## src/rtl/core/gsi_pkg.sv

```systemverilog
`timescale 1ns / 1ps
`default_nettype none
// ----------------------------------------------------------------------------
// gsi_pkg
// Shared constants, control struct and exponent factor table for the
// Gaussian spot intensity pipeline.
// ----------------------------------------------------------------------------
package gsi_pkg;

    localparam int FRAME_SIDE_MAX = 1024;
    localparam int FRAME_SIZE_RST = 256;
    localparam int SPOT_SCALE_RST = 3277;

    localparam int CFG_IDX_W  = 2;
    localparam int CFG_DATA_W = 16;
    localparam logic [CFG_IDX_W-1:0] REG_FRAME_SIZE = 2'd0;
    localparam logic [CFG_IDX_W-1:0] REG_SPOT_SCALE = 2'd1;
    localparam int FRAME_WR_W = 11;

    localparam int COORD_W = 16;
    localparam int PIX_W   = 10;
    localparam int LEVEL_W = 8;
    localparam int SCALE_W = 16;

    // Quotient of the exponent argument: 3 integer and 16 fraction bits
    localparam int T_BITS    = 19;
    localparam int FRAC_BITS = 16;
    localparam int E_W       = 17;

    typedef struct packed {
        logic vld;
        logic far;
        logic zsig;
        logic dz;
    } gsi_ctl_t;

    // exp(-2^(k-16)) in Q.16, rounded
    function automatic logic [15:0] exp_factor(input logic [4:0] k);
        logic [15:0] f;
        case (k)
            5'd0:    f = 16'd65535;
            5'd1:    f = 16'd65534;
            5'd2:    f = 16'd65532;
            5'd3:    f = 16'd65528;
            5'd4:    f = 16'd65520;
            5'd5:    f = 16'd65504;
            5'd6:    f = 16'd65472;
            5'd7:    f = 16'd65408;
            5'd8:    f = 16'd65280;
            5'd9:    f = 16'd65026;
            5'd10:   f = 16'd64520;
            5'd11:   f = 16'd63520;
            5'd12:   f = 16'd61565;
            5'd13:   f = 16'd57835;
            5'd14:   f = 16'd51039;
            5'd15:   f = 16'd39750;
            5'd16:   f = 16'd24109;
            5'd17:   f = 16'd8869;
            5'd18:   f = 16'd1200;
            default: f = 16'd0;
        endcase
        return f;
    endfunction

endpackage
`default_nettype wire

```

## src/rtl/core/gsi_div.sv

```systemverilog
`timescale 1ns / 1ps
`default_nettype none
// ----------------------------------------------------------------------------
// gsi_div
// Restoring divider, one quotient bit per stage: t = d2 / den in Q3.16,
// valid when d2 < 7*den.
// ----------------------------------------------------------------------------
module gsi_div #(
    parameter int DEN_W = 57,
    parameter int REM_W = 60
) (
    input  wire                             aclk,
    input  wire                             aresetn,
    input  wire                             en,
    input  wire  gsi_pkg::gsi_ctl_t         ctl_i,
    input  wire  [REM_W-1:0]                rem_i,
    input  wire  [DEN_W-1:0]                den_i,
    output gsi_pkg::gsi_ctl_t               ctl_o,
    output logic [gsi_pkg::T_BITS-1:0]      t_o
);
    import gsi_pkg::*;

    gsi_ctl_t          ctl_reg [1:T_BITS];
    logic [REM_W-1:0]  rem_reg [1:T_BITS];
    logic [DEN_W-1:0]  den_reg [1:T_BITS];
    logic [T_BITS-1:0] q_reg   [1:T_BITS];

    for (genvar i = 0; i < T_BITS; i++) begin : g_stage
        localparam int K = T_BITS - 1 - i;
        gsi_ctl_t          ctl_cur;
        logic [REM_W-1:0]  rem_cur, sh_c, cmp_c;
        logic [DEN_W-1:0]  den_cur;
        logic [T_BITS-1:0] q_cur;
        logic              ge_c;

        if (i == 0) begin : g_first
            assign ctl_cur = ctl_i;
            assign rem_cur = rem_i;
            assign den_cur = den_i;
            assign q_cur   = '0;
        end else begin : g_next
            assign ctl_cur = ctl_reg[i];
            assign rem_cur = rem_reg[i];
            assign den_cur = den_reg[i];
            assign q_cur   = q_reg[i];
        end

        // integer bits compare against a scaled divisor, fraction bits shift the remainder
        if (K >= FRAC_BITS) begin : g_int
            assign sh_c  = rem_cur;
            assign cmp_c = REM_W'(den_cur) << (K - FRAC_BITS);
        end else begin : g_frac
            assign sh_c  = rem_cur << 1;
            assign cmp_c = REM_W'(den_cur);
        end
        assign ge_c = (sh_c >= cmp_c);

        always_ff @(posedge aclk) begin
            if (!aresetn) begin
                ctl_reg[i+1] <= '0;
            end else if (en) begin
                ctl_reg[i+1] <= ctl_cur;
            end
        end

        always_ff @(posedge aclk) begin
            if (en) begin
                rem_reg[i+1] <= ge_c ? sh_c - cmp_c : sh_c;
                den_reg[i+1] <= den_cur;
                q_reg[i+1]   <= {q_cur[T_BITS-2:0], ge_c};
            end
        end
    end

    assign ctl_o = ctl_reg[T_BITS];
    assign t_o   = q_reg[T_BITS];

endmodule
`default_nettype wire

```

## config.mk

```make
export PLATFORM = sky130hd
export DESIGN_NAME = gsi_div
export DESIGN_NICKNAME = d
export VERILOG_FILES = /design/src/rtl/core/gsi_pkg.sv /design/src/rtl/core/gsi_div.sv
export SDC_FILE = /design/constraint.sdc
export NUM_CORES = 2
export LEC_CHECK = 0
export BUFFER_PORTS_ARGS = -buffer_cell sky130_fd_sc_hd__buf_2
export CORE_AREA = 2 2 572 574
export DETAILED_ROUTE_END_ITERATION = 7
export DIE_AREA = 0 0 574 576
export GPL_ROUTABILITY_DRIVEN = 0
export SYNTH_ARGS = -nofsm -noshare
export SYNTH_HDL_FRONTEND = slang
export SYNTH_SLANG_ARGS = --single-unit
```

## constraint.sdc

```tcl
create_clock -name aclk -period 4.05 [get_ports aclk]
set_clock_uncertainty 0.1 [all_clocks]
set_input_delay 0.405 -clock aclk [delete_from_list [all_inputs] [get_ports aclk]]
set_output_delay 0.405 -clock aclk [all_outputs]
set_load 0.01 [all_outputs]
```

Word-level counts from Yosys, hierarchy flattened

Memory sizes are Yosys's and may differ from the RTL's.
Index checks and enable logic that the tools add are counted.

Add/subtract/negate cells: 19
$lt $le $gt $ge: 19
Muxes and demuxes: 43
Bitwise logic cells: 19

Operators with widths:

| operator       | count |
|---|---|
| $mux 60        | 19 |
| $ge 60x57->1   | 17 |
| $sub 60x57->60 | 17 |
| $mux 4         | 19 |
| $ge 60x58->1   | 1 |
| $ge 60x59->1   | 1 |
| $sub 60x58->60 | 1 |
| $sub 60x59->60 | 1 |
| $or 1x1->1     | 19 |
| $mux 1         | 5 |

Flip-flop bits (word level): 0
Memory bits (writable): 2660
Input bits: 124
Output and inout port bits: 23
Logic and storage cells: 104
Memories kept: 4

Memories:

| name    | depth | bits a word | rd ports | clocked after memory_dff | write ports | line          | RTL |
|---|---|---|---|---|---|---|---|
| rem_reg | 19    | 60          | 18       | 0                        | 19          | gsi_div.sv:24 | `logic [REM_W-1:0] rem_reg [1:T_BITS];` |
| den_reg | 19    | 57          | 18       | 0                        | 19          | gsi_div.sv:25 | `logic [DEN_W-1:0] den_reg [1:T_BITS];` |
| q_reg   | 19    | 19          | 19       | 0                        | 19          | gsi_div.sv:26 | `logic [T_BITS-1:0] q_reg [1:T_BITS];` |
| ctl_reg | 19    | 4           | 19       | 0                        | 19          | gsi_div.sv:23 | `gsi_ctl_t ctl_reg [1:T_BITS];` |

Longest topological paths before layout

Word-level depth: 4
Depth in mapped cells: 18
Mapped depth without buffers: 17

Worst setup path after synthesis

Ideal clock, no wire load.

Kind: input-to-reg
From: input rem_i[2]
To: register, netlist name rem_reg[0][63]
Setup time: 0.260 ns
Data arrival time: 3.561 ns
Required time: 3.690 ns
Setup slack: 0.129 ns
Cell stages on the path: 16
Path through: inv_1 > ha_1 > inv_1 > fa_1 > a211oi_2 > o21ai_1 > a221oi_2 > nor2b_1 > a211oi_1 > o21ai_1 > a21o_1 > a21oi_1 > and2_1 > o21a_1 > buf_4 > mux2_2

RTL lines:

| element     | line          | RTL |
|---|---|---|
| from (decl) | gsi_div.sv:16 | `input wire [REM_W-1:0] rem_i,` |

==> results.yml <==
final_layout:
  fill_cells: 28600
  final_common_cell: "edfxtp_1"
  synthToLayoutAreaGrowth_pct: 21.9
  layout-drive-gt1-share: 0.185
  largest_reg_flops: 1064
  design_area_mm2: 0.177
  layout_common_cells: "2356 x edfxtp_1, 1774 x buf_4, 1448 x a21oi_1, 1337 x inv_1, 1233 x nand2_1"
  fin_nets: 17400
placed_design:
  hpwl_um: 269000
  place_area_mm2: 0.163
  dp_slack_ns: -0.549
  port_buffers: 146
job:
  maxCapViolCount: 0
global_routing:
  grt_pass1_wl_um: 550000
  grt_pass1_vias: 111000
  grt_max_degree: 175
  antenna_found_initial: 1
  grt_use_total: 0.204
  grt_overflow: 0
yosys:
  synth_fp_nets: 15600
  yosysWarningCount: 0
  avgSynthCellArea_um2: 10.1
  ys_dominant_reg_cell: "edfxtp_1"
  synth-xor-area-share: 0.0585
  ys_types: 112
  synth.area.mux_share: 0.0117
  synth-compound-area-share: 0.184
  synth-simple-area-share: 0.112
  synth.ff_latch_count: 2356
  synthAdderAreaFrac: 0.0955
  yosysSeqAreaShare: 0.486
  syn_area_mm2: 0.145
  async_flop_share: 0
  synth_edf_count: 2356
  synth_top_family_by_area: "compound AO/OA/AOI/OAI gates"
  synth_cells: 14300
critical_path:
  cp-end-kind: "flip-flop"
  worstSetupStartpoint: "rem_reg[0][973]$_DFFE_PP_"
  worstPathRequired_ns: 4.58
  cp.arrival_ns: 4.69
  critPathMaxFanout: 6
  worstSetupPathType: "flip-flop to flip-flop"
  crit_path_start_kind: "flip-flop"
  r2r-start: "rem_reg[0][973]$_DFFE_PP_"
route:
  num_vias: 111000
  routed_wl_um: 354000
  via_per_inst: 5.32
  avgRoutedWirePerCell_um: 17.0
  drt_first_pass_iters: 8
  drt_iter0_markers: 6146
  postRouteAntennaNets: 0
  drc: 0
timing:
  setup_viol: 57
  finalWorstSetupSlack_ns: -0.115
  fin_tns_setup_ns: -3.20
  post-route-min-period_ns: 4.16
  maxSlewViolCount: 0
  hold_viol: 0
  slew-limit-headroom: 0.319
  rsz0062_at_grt: "yes"
  min_period_over_period: 1.03
  worst_pin_slew_ns: 1.02
  fmax_mhz: 240
clock_tree:
  clock_sinks: 2356
  root_buffer: "clkbuf_16"
  clk_latency_ns: 0.90
  clkTransAtPathRegs_ns: 0.06
  htree_levels: 5
  cts_made_buffers: 277
  cts_tree: "built"
  cts_buffer_depth: 4
outcome:
  outcome: "finished with violations"
  violations: "setup timing"
floorplan:
  die_x_um: 574
  dieArea_mm2: 0.331
  core_area_mm2: 0.325
  rows: 210
  start_util: 0.447
  dieHeight_um: 576
  io_pins: 147
worst_hold_path:
  hold_path_class: "primary input to flip-flop"
  hold_start: "den_i[8]"
pwr:
  irDropWorstVdd_mv: 0.397
  p_per_area_mw_per_mm2: 779
  p_leak_nw: 75.7
==> metal layers <==
metal | share of wire | wire [um] | track usage
met3 | 0.027 | 9620 | 0.0186
met2 | 0.52 | 183000 | 0.389
met4 | 0.081 | 28800 | 0.143
met5 | 0 | 0 | 0
met1 | 0.37 | 132000 | 0.210
==> stage by stage <==
| step | power [mW] | hold WS (ns) | utilization | std cells |
|---|---|---|---|---|
| final | 138 | 0.163 | 0.545 | 20800 |
| after detailed placement | 110 | 0.305 | 0.502 | 20000 |
| after floorplan | 86.2 | 0.300 | - | 14300 |
| after global placement | 109 | 0.301 | 0.502 | 20000 |
| after global routing | 148 | 0.121 | 0.545 | 20800 |
| after CTS | 135 | 0.0651 | 0.535 | 20700 |
==> logic make-up (layout without fill, tap and decap cells) <==
logic type | after synthesis | in the layout
compound gates | 4331 | 4332
simple gates | 3502 | 3502
flops | 2356 | 2356
buf+inv | 1933 | 4023
fa+ha+maj | 1100 | 1100
xor+xnor | 972 | 972
mux | 152 | 152
other cells | 0 | 1
==> synth_stat cells (85+ instances only) <==
cell	count	area, um2
edfxtp_1	2356	70700
a21oi_1	1509	7550
inv_1	1346	5050
nand2_1	1240	4650
ha_1	1082	13500
o21ai_0	1025	5130
nor2_1	890	3340
a21o_1	733	5500
xnor2_1	570	4990
clkbuf_1	438	1640
xor2_1	402	3520
nand4_1	284	1780
nand3_1	224	1120
and3_1	193	1210
o21bai_1	171	1280
a31oi_1	135	845
nor3_1	131	656
mux2_2	125	1410
nor2b_1	124	776
nand2b_1	116	726
buf_2	107	536
o21a_1	103	773
a211oi_1	85	638
==> final cells by class <==
class	instances	area [um2]	area share
Inverter	1350	5070	0.0286
Timing Repair Buffer	2180	17700	0.100
Tap cell	4346	5440	0.0307
Multi-Input combinational cell	10100	69700	0.393
Antenna cell	1	2.50	0.0000141
Clock buffer	346	7450	0.0420
Clock inverter	147	1240	0.00700
Sequential cell	2356	70700	0.399
==> path summary, 6_finish.rpt <==
check                                to  slack [ns]  cells past startpoint
min reg2reg      q_reg[3][47]$_DFFE_PP_        0.30                      0
max reg2reg  rem_reg[0][1063]$_DFFE_PP_       -0.11                     17
max          rem_reg[0][1063]$_DFFE_PP_       -0.11                     17
min             den_reg[1][8]$_DFFE_PP_        0.16                      2
==> critical path, cell delays in order (launching register included) <==
cell and delay, ns:
edfxtp_1 0.41, ha_1 0.35, nand2_2 0.10, buf_4 0.13
o2111ai_2 0.12, a21o_1 0.25, or4_4 0.44, o21ai_2 0.16
buf_6 0.13, o211ai_1 0.15, a31oi_2 0.33, nor2_4 0.07
nor3_2 0.13, buf_4 0.15, o211ai_4 0.18, clkbuf_16 0.29
buf_6 0.14, mux2_2 0.27
==> timing repair <==
action | 4_1_cts | 5_1_grt
endpoints found under the setup margin | 543 | 857
hold buffers | 122 | 0
buffers inserted | 31 | 98
gates resized for setup | 118 | 478
hold endpoints to repair | 150 | 0
pin swaps | 37 | 143
cloned | 4 | 23
==> report_power, final <==
group	leakage, nW	switching [mW]	internal, mW	total [mW]
sequential	23.1	3.90	37.1	41.0
clock	4.23	9.75	14.2	23.9
combinational	48.4	38.9	34.4	73.3
No activity file was read; power rests on OpenSTA's default activity.
