File: src/rtl/core/gsi_pkg.sv
`timescale 1ns / 1ps
`default_nettype none
// ----------------------------------------------------------------------------
// gsi_pkg
// Shared constants, control struct and exponent factor table for the
// Gaussian spot intensity pipeline.
// ----------------------------------------------------------------------------
package gsi_pkg;

    localparam int FRAME_SIDE_MAX = 1024;
    localparam int FRAME_SIZE_RST = 256;
    localparam int SPOT_SCALE_RST = 3277;

    localparam int CFG_IDX_W  = 2;
    localparam int CFG_DATA_W = 16;
    localparam logic [CFG_IDX_W-1:0] REG_FRAME_SIZE = 2'd0;
    localparam logic [CFG_IDX_W-1:0] REG_SPOT_SCALE = 2'd1;
    localparam int FRAME_WR_W = 11;

    localparam int COORD_W = 16;
    localparam int PIX_W   = 10;
    localparam int LEVEL_W = 8;
    localparam int SCALE_W = 16;

    // Quotient of the exponent argument: 3 integer and 16 fraction bits
    localparam int T_BITS    = 19;
    localparam int FRAC_BITS = 16;
    localparam int E_W       = 17;

    typedef struct packed {
        logic vld;
        logic far;
        logic zsig;
        logic dz;
    } gsi_ctl_t;

    // exp(-2^(k-16)) in Q.16, rounded
    function automatic logic [15:0] exp_factor(input logic [4:0] k);
        logic [15:0] f;
        case (k)
            5'd0:    f = 16'd65535;
            5'd1:    f = 16'd65534;
            5'd2:    f = 16'd65532;
            5'd3:    f = 16'd65528;
            5'd4:    f = 16'd65520;
            5'd5:    f = 16'd65504;
            5'd6:    f = 16'd65472;
            5'd7:    f = 16'd65408;
            5'd8:    f = 16'd65280;
            5'd9:    f = 16'd65026;
            5'd10:   f = 16'd64520;
            5'd11:   f = 16'd63520;
            5'd12:   f = 16'd61565;
            5'd13:   f = 16'd57835;
            5'd14:   f = 16'd51039;
            5'd15:   f = 16'd39750;
            5'd16:   f = 16'd24109;
            5'd17:   f = 16'd8869;
            5'd18:   f = 16'd1200;
            default: f = 16'd0;
        endcase
        return f;
    endfunction

endpackage
`default_nettype wire

File: src/rtl/core/gsi_exp.sv
`timescale 1ns / 1ps
`default_nettype none
// ----------------------------------------------------------------------------
// gsi_exp
// Fixed-point exp(-t): one table factor per stage for each set bit of t,
// then the 0..255 scaling and the zero-sigma and far overrides.
// ----------------------------------------------------------------------------
module gsi_exp (
    input  wire                              aclk,
    input  wire                              aresetn,
    input  wire                              en,
    input  wire  gsi_pkg::gsi_ctl_t          ctl_i,
    input  wire  [gsi_pkg::T_BITS-1:0]       t_i,
    output logic                             vld_o,
    output logic [gsi_pkg::LEVEL_W-1:0]      level_o
);
    import gsi_pkg::*;

    localparam int PR_W = E_W + 16;
    localparam int LV_W = E_W + LEVEL_W;

    gsi_ctl_t            ctl_reg [1:T_BITS];
    logic [T_BITS-1:0]   t_reg   [1:T_BITS];
    logic [E_W-1:0]      e_reg   [1:T_BITS];
    logic                vld_reg;
    logic [LEVEL_W-1:0]  level_reg;

    for (genvar j = 0; j < T_BITS; j++) begin : g_stage
        gsi_ctl_t          ctl_cur;
        logic [T_BITS-1:0] t_cur;
        logic [E_W-1:0]    e_cur;
        logic [PR_W-1:0]   prod_c;

        if (j == 0) begin : g_first
            assign ctl_cur = ctl_i;
            assign t_cur   = t_i;
            assign e_cur   = E_W'(1 << 16);
        end else begin : g_next
            assign ctl_cur = ctl_reg[j];
            assign t_cur   = t_reg[j];
            assign e_cur   = e_reg[j];
        end

        assign prod_c = PR_W'(e_cur) * PR_W'(exp_factor(5'(j))) + PR_W'(32768);

        always_ff @(posedge aclk) begin
            if (!aresetn) begin
                ctl_reg[j+1] <= '0;
            end else if (en) begin
                ctl_reg[j+1] <= ctl_cur;
            end
        end

        always_ff @(posedge aclk) begin
            if (en) begin
                t_reg[j+1] <= t_cur;
                e_reg[j+1] <= t_cur[j] ? prod_c[PR_W-1:16] : e_cur;
            end
        end
    end

    gsi_ctl_t           ctl_last;
    logic [LV_W-1:0]    lv_c;
    logic [LEVEL_W:0]   lvl_c;
    logic [LEVEL_W-1:0] sat_c, level_next;

    assign ctl_last = ctl_reg[T_BITS];
    assign lv_c     = (LV_W'(e_reg[T_BITS]) << 8) - LV_W'(e_reg[T_BITS]) + LV_W'(32768);
    assign lvl_c    = lv_c[LV_W-1:16];
    assign sat_c    = lvl_c[LEVEL_W] ? '1 : lvl_c[LEVEL_W-1:0];

    always_comb begin
        if (ctl_last.zsig) begin
            level_next = ctl_last.dz ? '1 : '0;
        end else if (ctl_last.far) begin
            level_next = '0;
        end else begin
            level_next = sat_c;
        end
    end

    always_ff @(posedge aclk) begin
        if (!aresetn) begin
            vld_reg <= 1'b0;
        end else if (en) begin
            vld_reg <= ctl_last.vld;
        end
    end

    always_ff @(posedge aclk) begin
        if (en) begin
            level_reg <= level_next;
        end
    end

    assign vld_o   = vld_reg;
    assign level_o = level_reg;

endmodule
`default_nettype wire

File: config.mk
export PLATFORM = sky130hd
export DESIGN_NAME = gsi_exp
export DESIGN_NICKNAME = d
export VERILOG_FILES = /design/src/rtl/core/gsi_pkg.sv /design/src/rtl/core/gsi_exp.sv
export SDC_FILE = /design/constraint.sdc
export NUM_CORES = 2
export LEC_CHECK = 0
export ABC_AREA = 1
export BUFFER_PORTS_ARGS = -buffer_cell sky130_fd_sc_hd__buf_2
export CELL_PAD_IN_SITES_DETAIL_PLACEMENT = 1
export CELL_PAD_IN_SITES_GLOBAL_PLACEMENT = 2
export CORE_UTILIZATION = 40
export CTS_CLUSTER_SIZE = 14
export DETAILED_ROUTE_END_ITERATION = 6
export PLACE_DENSITY = 0.87
export SLEW_MARGIN = 40
export SYNTH_ARGS = -nofsm -noshare
export SYNTH_HDL_FRONTEND = slang
export SYNTH_SLANG_ARGS = --single-unit
File: constraint.sdc
create_clock -name aclk -period 11.7 [get_ports aclk]
set_clock_uncertainty 0.15 [all_clocks]
set_input_delay 2.34 -clock aclk [delete_from_list [all_inputs] [get_ports aclk]]
set_output_delay 2.34 -clock aclk [all_outputs]
set_load 0.005 [all_outputs]
### After elaboration in Yosys (flattened, before gate mapping)

Memories as Yosys holds them, arrays and structs flattened.
Cells that the tools add are included.

| storage, ports and cells | value |
|---|---|
| bits in registers | 9 |
| memory bits (writable) | 760 |
| input port bits | 26 |
| output and inout port bits | 9 |
| logic and storage cells | 109 |
| memories kept | 3 |

Memory list:

| memory | words | width | read ports | clocked after memory_dff | write ports | line | source |
|---|---|---|---|---|---|---|---|
| t_reg | 19 | 19 | 18 | 0 | 19 | gsi_exp.sv:23 | `logic [T_BITS-1:0] t_reg [1:T_BITS];` |
| e_reg | 19 | 17 | 19 | 0 | 19 | gsi_exp.sv:24 | `logic [E_W-1:0] e_reg [1:T_BITS];` |
| ctl_reg | 19 | 4 | 19 | 0 | 19 | gsi_exp.sv:22 | `gsi_ctl_t ctl_reg [1:T_BITS];` |

| operators by class | value |
|---|---|
| add/subtract/negate cells | 20 |
| multiply operators | 18 |
| mux-type cells | 47 |
| bitwise logic cells | 19 |

Operators by type and width:

| cell | count |
|---|---|
| $add 33x16->33 const B | 15 |
| $mux 17 | 19 |
| $mul 17x15->32 const B | 4 |
| $mul 17x16->33 const B | 3 |
| $mux 4 | 19 |
| $mul 17x14->31 const B | 2 |
| $mul 17x13->30 const B | 2 |
| $mul 17x11->28 const B | 2 |
| $add 32x16->33 const B | 1 |
| $add 31x16->32 const B | 1 |
| $mux 8 | 4 |
| $add 28x16->29 const B | 1 |
| $mul 17x12->29 const B | 1 |
| $mul 17x10->27 const B | 1 |
| $mul 17x9->26 const B | 1 |
| $add 25x16->25 const B | 1 |
| $mul 17x8->25 const B | 1 |
| $sub 25x17->25 | 1 |
| $mul 17x7->24 const B | 1 |
| $or 1x1->1 | 19 |
| $mux 1 | 5 |

### Longest topological paths before layout

An unclocked memory read counts as a cell.

| depth | value |
|---|---|
| depth after elaboration | 6 |
| gate-level depth with buffers | 33 |
| gate-level depth less buffers | 33 |

### Least setup slack after synthesis

OpenSTA, ideal clock, no wires.

| timing | value |
|---|---|
| path type | flip-flop to flip-flop |
| start | mem e_reg[2][15] |
| end | mem e_reg[3][9] (data pin) |
| setup time | 0.264 ns |
| arrival | 7.171 ns |
| required time | 11.286 ns |
| slack | 4.115 ns |
| cell stages (with the launch flop) | 31 |
| path buffers | 1 |
| period minus slack after synthesis | 7.585 ns |
| cell sequence | edfxtp_1 -> clkbuf_1 -> inv_1 -> ha_1 -> inv_1 -> ha_1 -> fa_1 -> fa_1 -> fa_1 -> inv_1 -> fa_1 -> inv_1 -> ha_1 -> nand2_1 -> inv_1 -> nand2_1 -> nand2_1 -> inv_1 -> nand2_1 -> inv_1 -> nand3_1 -> nand2_2 -> inv_2 -> nor2_2 -> nand2_1 -> nor2_2 -> nand2_1 -> o21ai_1 -> nand2_1 -> nand2_1 -> nand2_1 |

RTL lines:

| element | line |
|---|---|
| start, declared | gsi_exp.sv:24 |

==> results.tsv <==
metric	value	unit
status	finished clean	
relative slew slack	41.5	%
CTS root buffer	clkbuf_16	
leading area contributor after synthesis	fa_1	
Yosys reg bits	552	
Area contributors post-synth	fa_1 (27%), ha_1 (20%), edfxtp_1 (16%), inv_1 (11%), nand2_1 (8.6%)	
Remaining DRCs	0	
Fin Setup TNS	0	ns
Multi-input gate area	72200	sq um
critical path required time	11.99	ns
Vias per Instance	5.00	
max FFs per register	295	
R2R depth	31	
Vias	76900	
clock buffer count from CTS	76	
vias in the first global route	87300	
Worst Setup End Kind	flop	
Synth top cells by count	inv_1 (3064), nand2_1 (2304), ha_1 (1577)	
fmax	145	MHz
area of the die	253000	sq um
Worst EP arrival	7.20	ns
most repeated library cell on the critical path	nand2_1	
DRT Pass-1 Iters	5	
initial antenna violation count	1	
period utilisation layout	59.1	%
post-synthesis xor/xnor area fraction	1.54	%
worst hold path type	flop to flop	
Synth Instances	12000	
Post-Syn Area	101000	sq um
count leader, synth	inv_1	
DRT antenna net count	0	
number of nets in the layout	15000	
Initial Util	40.3	%
Crit Path Max Fanout	56	
Primary FF master, synth	edfxtp_1	
setup bufs post-CTS	0	
row count	183	
Max Cap Viol	0	
Worst Setup Path Type	flop to flop	
Clock Path Buffers	3	
I/O Buffers	34	
sequential share of the synthesized area	16.5	%
gpl congestion	0.899	
clk_lat worst skew	0.75	ns
# resized after CTS	0	
Clock Pin Slew Worst Setup and Hold Paths	0.05	ns
Mapped Nets	14900	
TritonCTS clock tree	built	
Hold Path Depth	0	
final WL	277	mm
Die H	503	um
wire per inst	18.0	um
Post-Synth Adder-Cell Area	46.9	%
mux share of post-synthesis cell area	0	%
Yosys cell types	64	
Worst Setup Start Kind	flop	
Die W	503	um
GRT Resource Usage Total	22.6	%
Worst path slowest cell	fa_1	
hpwl dp	241	mm
Simple-Gate Fraction of Synth Area	17.6	%
Critical Path Max Stage Delay	0.55	ns
pins over their slew limit	0	
largest net degree at the start of global routing	123	
Post-synth EDFFs	551	
Syn Area/Cell	8.42	sq um
hold buffers post-CTS	0	
final hold vios	0	
Reg area	16600	sq um
clk sinks	552	
DRT iter0 DRCs	3279	
filler cell count	29700	
first-pass GRT wire length	459	mm
synth warn	0	
I/O pin count	35	
share of the synthesized area in the top cell type	27.3	%
Area growth, synth to finish	6.78	%
Synth Area in Compound Gates	5.66	%
grt ovf	0	
Core Area	249000	sq um
largest family of logic cells by synthesized area	adder cells	
H-Tree Level Count	3	
RSZ-0062 raised after global routing	no	
clock period minus worst slack	6.91	ns
Worst Tran Pin Value	0.878	ns
share of cells above drive strength 1	3.62	%
asr flop ratio synth	0	%
Final setup viols	0	
-- kinds of logic after synthesis --
| family | Yosys count |
|---|---|
| simple gates | 4095 |
| buf+inv | 3151 |
| fa+ha+maj | 2949 |
| compound gates | 1033 |
| flops | 552 |
| xor+xnor | 172 |
-- routing by layer --
| metal | GRT usage, % | share of wire, % | vias to the layer above |
|---|---|---|---|
| met4 | 5.37 | 2.3 | 0 |
| met5 | 0 | 0 | - |
| li1 | - | - | 37300 |
| met2 | 41.1 | 51 | 750 |
| met1 | 28.8 | 45 | 38500 |
| met3 | 1.73 | 2.0 | 320 |
-- cell usage in the layout (no fill, tap or decap), types with 63 or more instances in the layout --
| cell | n |
|---|---|
| inv_1 | 3062 |
| nand2_1 | 2302 |
| ha_1 | 1577 |
| fa_1 | 1372 |
| nor2_1 | 675 |
| edfxtp_1 | 551 |
| nand3_1 | 538 |
| a21oi_1 | 437 |
| o21ai_0 | 348 |
| nand4_1 | 176 |
| xor2_1 | 91 |
| clkbuf_16 | 76 |
| xnor2_1 | 75 |
| nor2_2 | 68 |
| nor3_1 | 65 |
| nand2_2 | 63 |
-- stage by stage --
step | util [%] | cells | hold WS (ns) | setup slack [ns] | instance area, sq um
2_1_floorplan | - | 12000 | 0.250 | 4.11 | 101000
6_report | 43.1 | 15400 | 0.239 | 4.79 | 107000
4_1_cts | 43.1 | 15400 | 0.235 | 4.41 | 107000
3_5_place_dp | 42.0 | 15300 | 0.255 | 4.43 | 105000
5_1_grt | 43.1 | 15400 | 0.239 | 4.17 | 107000
3_3_place_gp | 42.0 | 15300 | 0.251 | 4.58 | 105000
-- area by class of cell --
class                           count  area share (%)
Sequential cell                   552            15.4
Antenna cell                        1         0.00233
Timing Repair Buffer               45           0.282
Clock buffer                       83            1.80
Tap cell                         3330            3.88
Clock inverter                     53           0.630
Inverter                         3083            10.8
Multi-Input combinational cell   8249            67.2
-- final timing paths --
kind | startpoint | to | slack [ns]
max | e_reg[2][15]$_DFFE_PP_ | e_reg[3][9]$_DFFE_PP_ | 4.79
min | t_reg[0][54]$_DFFE_PP_ | t_reg[0][73]$_DFFE_PP_ | 0.24
max reg2reg | e_reg[2][15]$_DFFE_PP_ | e_reg[3][9]$_DFFE_PP_ | 4.79
min reg2reg | t_reg[0][54]$_DFFE_PP_ | t_reg[0][73]$_DFFE_PP_ | 0.24
-- worst max-delay path, delay by kind of cell, from the launching register on --
family / cells / cell delay [ns]
AOI/OAI and AO/OA: 1 / 0.16
DFF: 1 / 0.40
buffers and inverters: 8 / 1.35
adders and majority gates: 7 / 2.78
and+or+nand+nor: 15 / 1.78
Power is left out: the tool's default activity adds up to more than one toggle a clock period on the data nets, which glitch-free logic cannot reach.
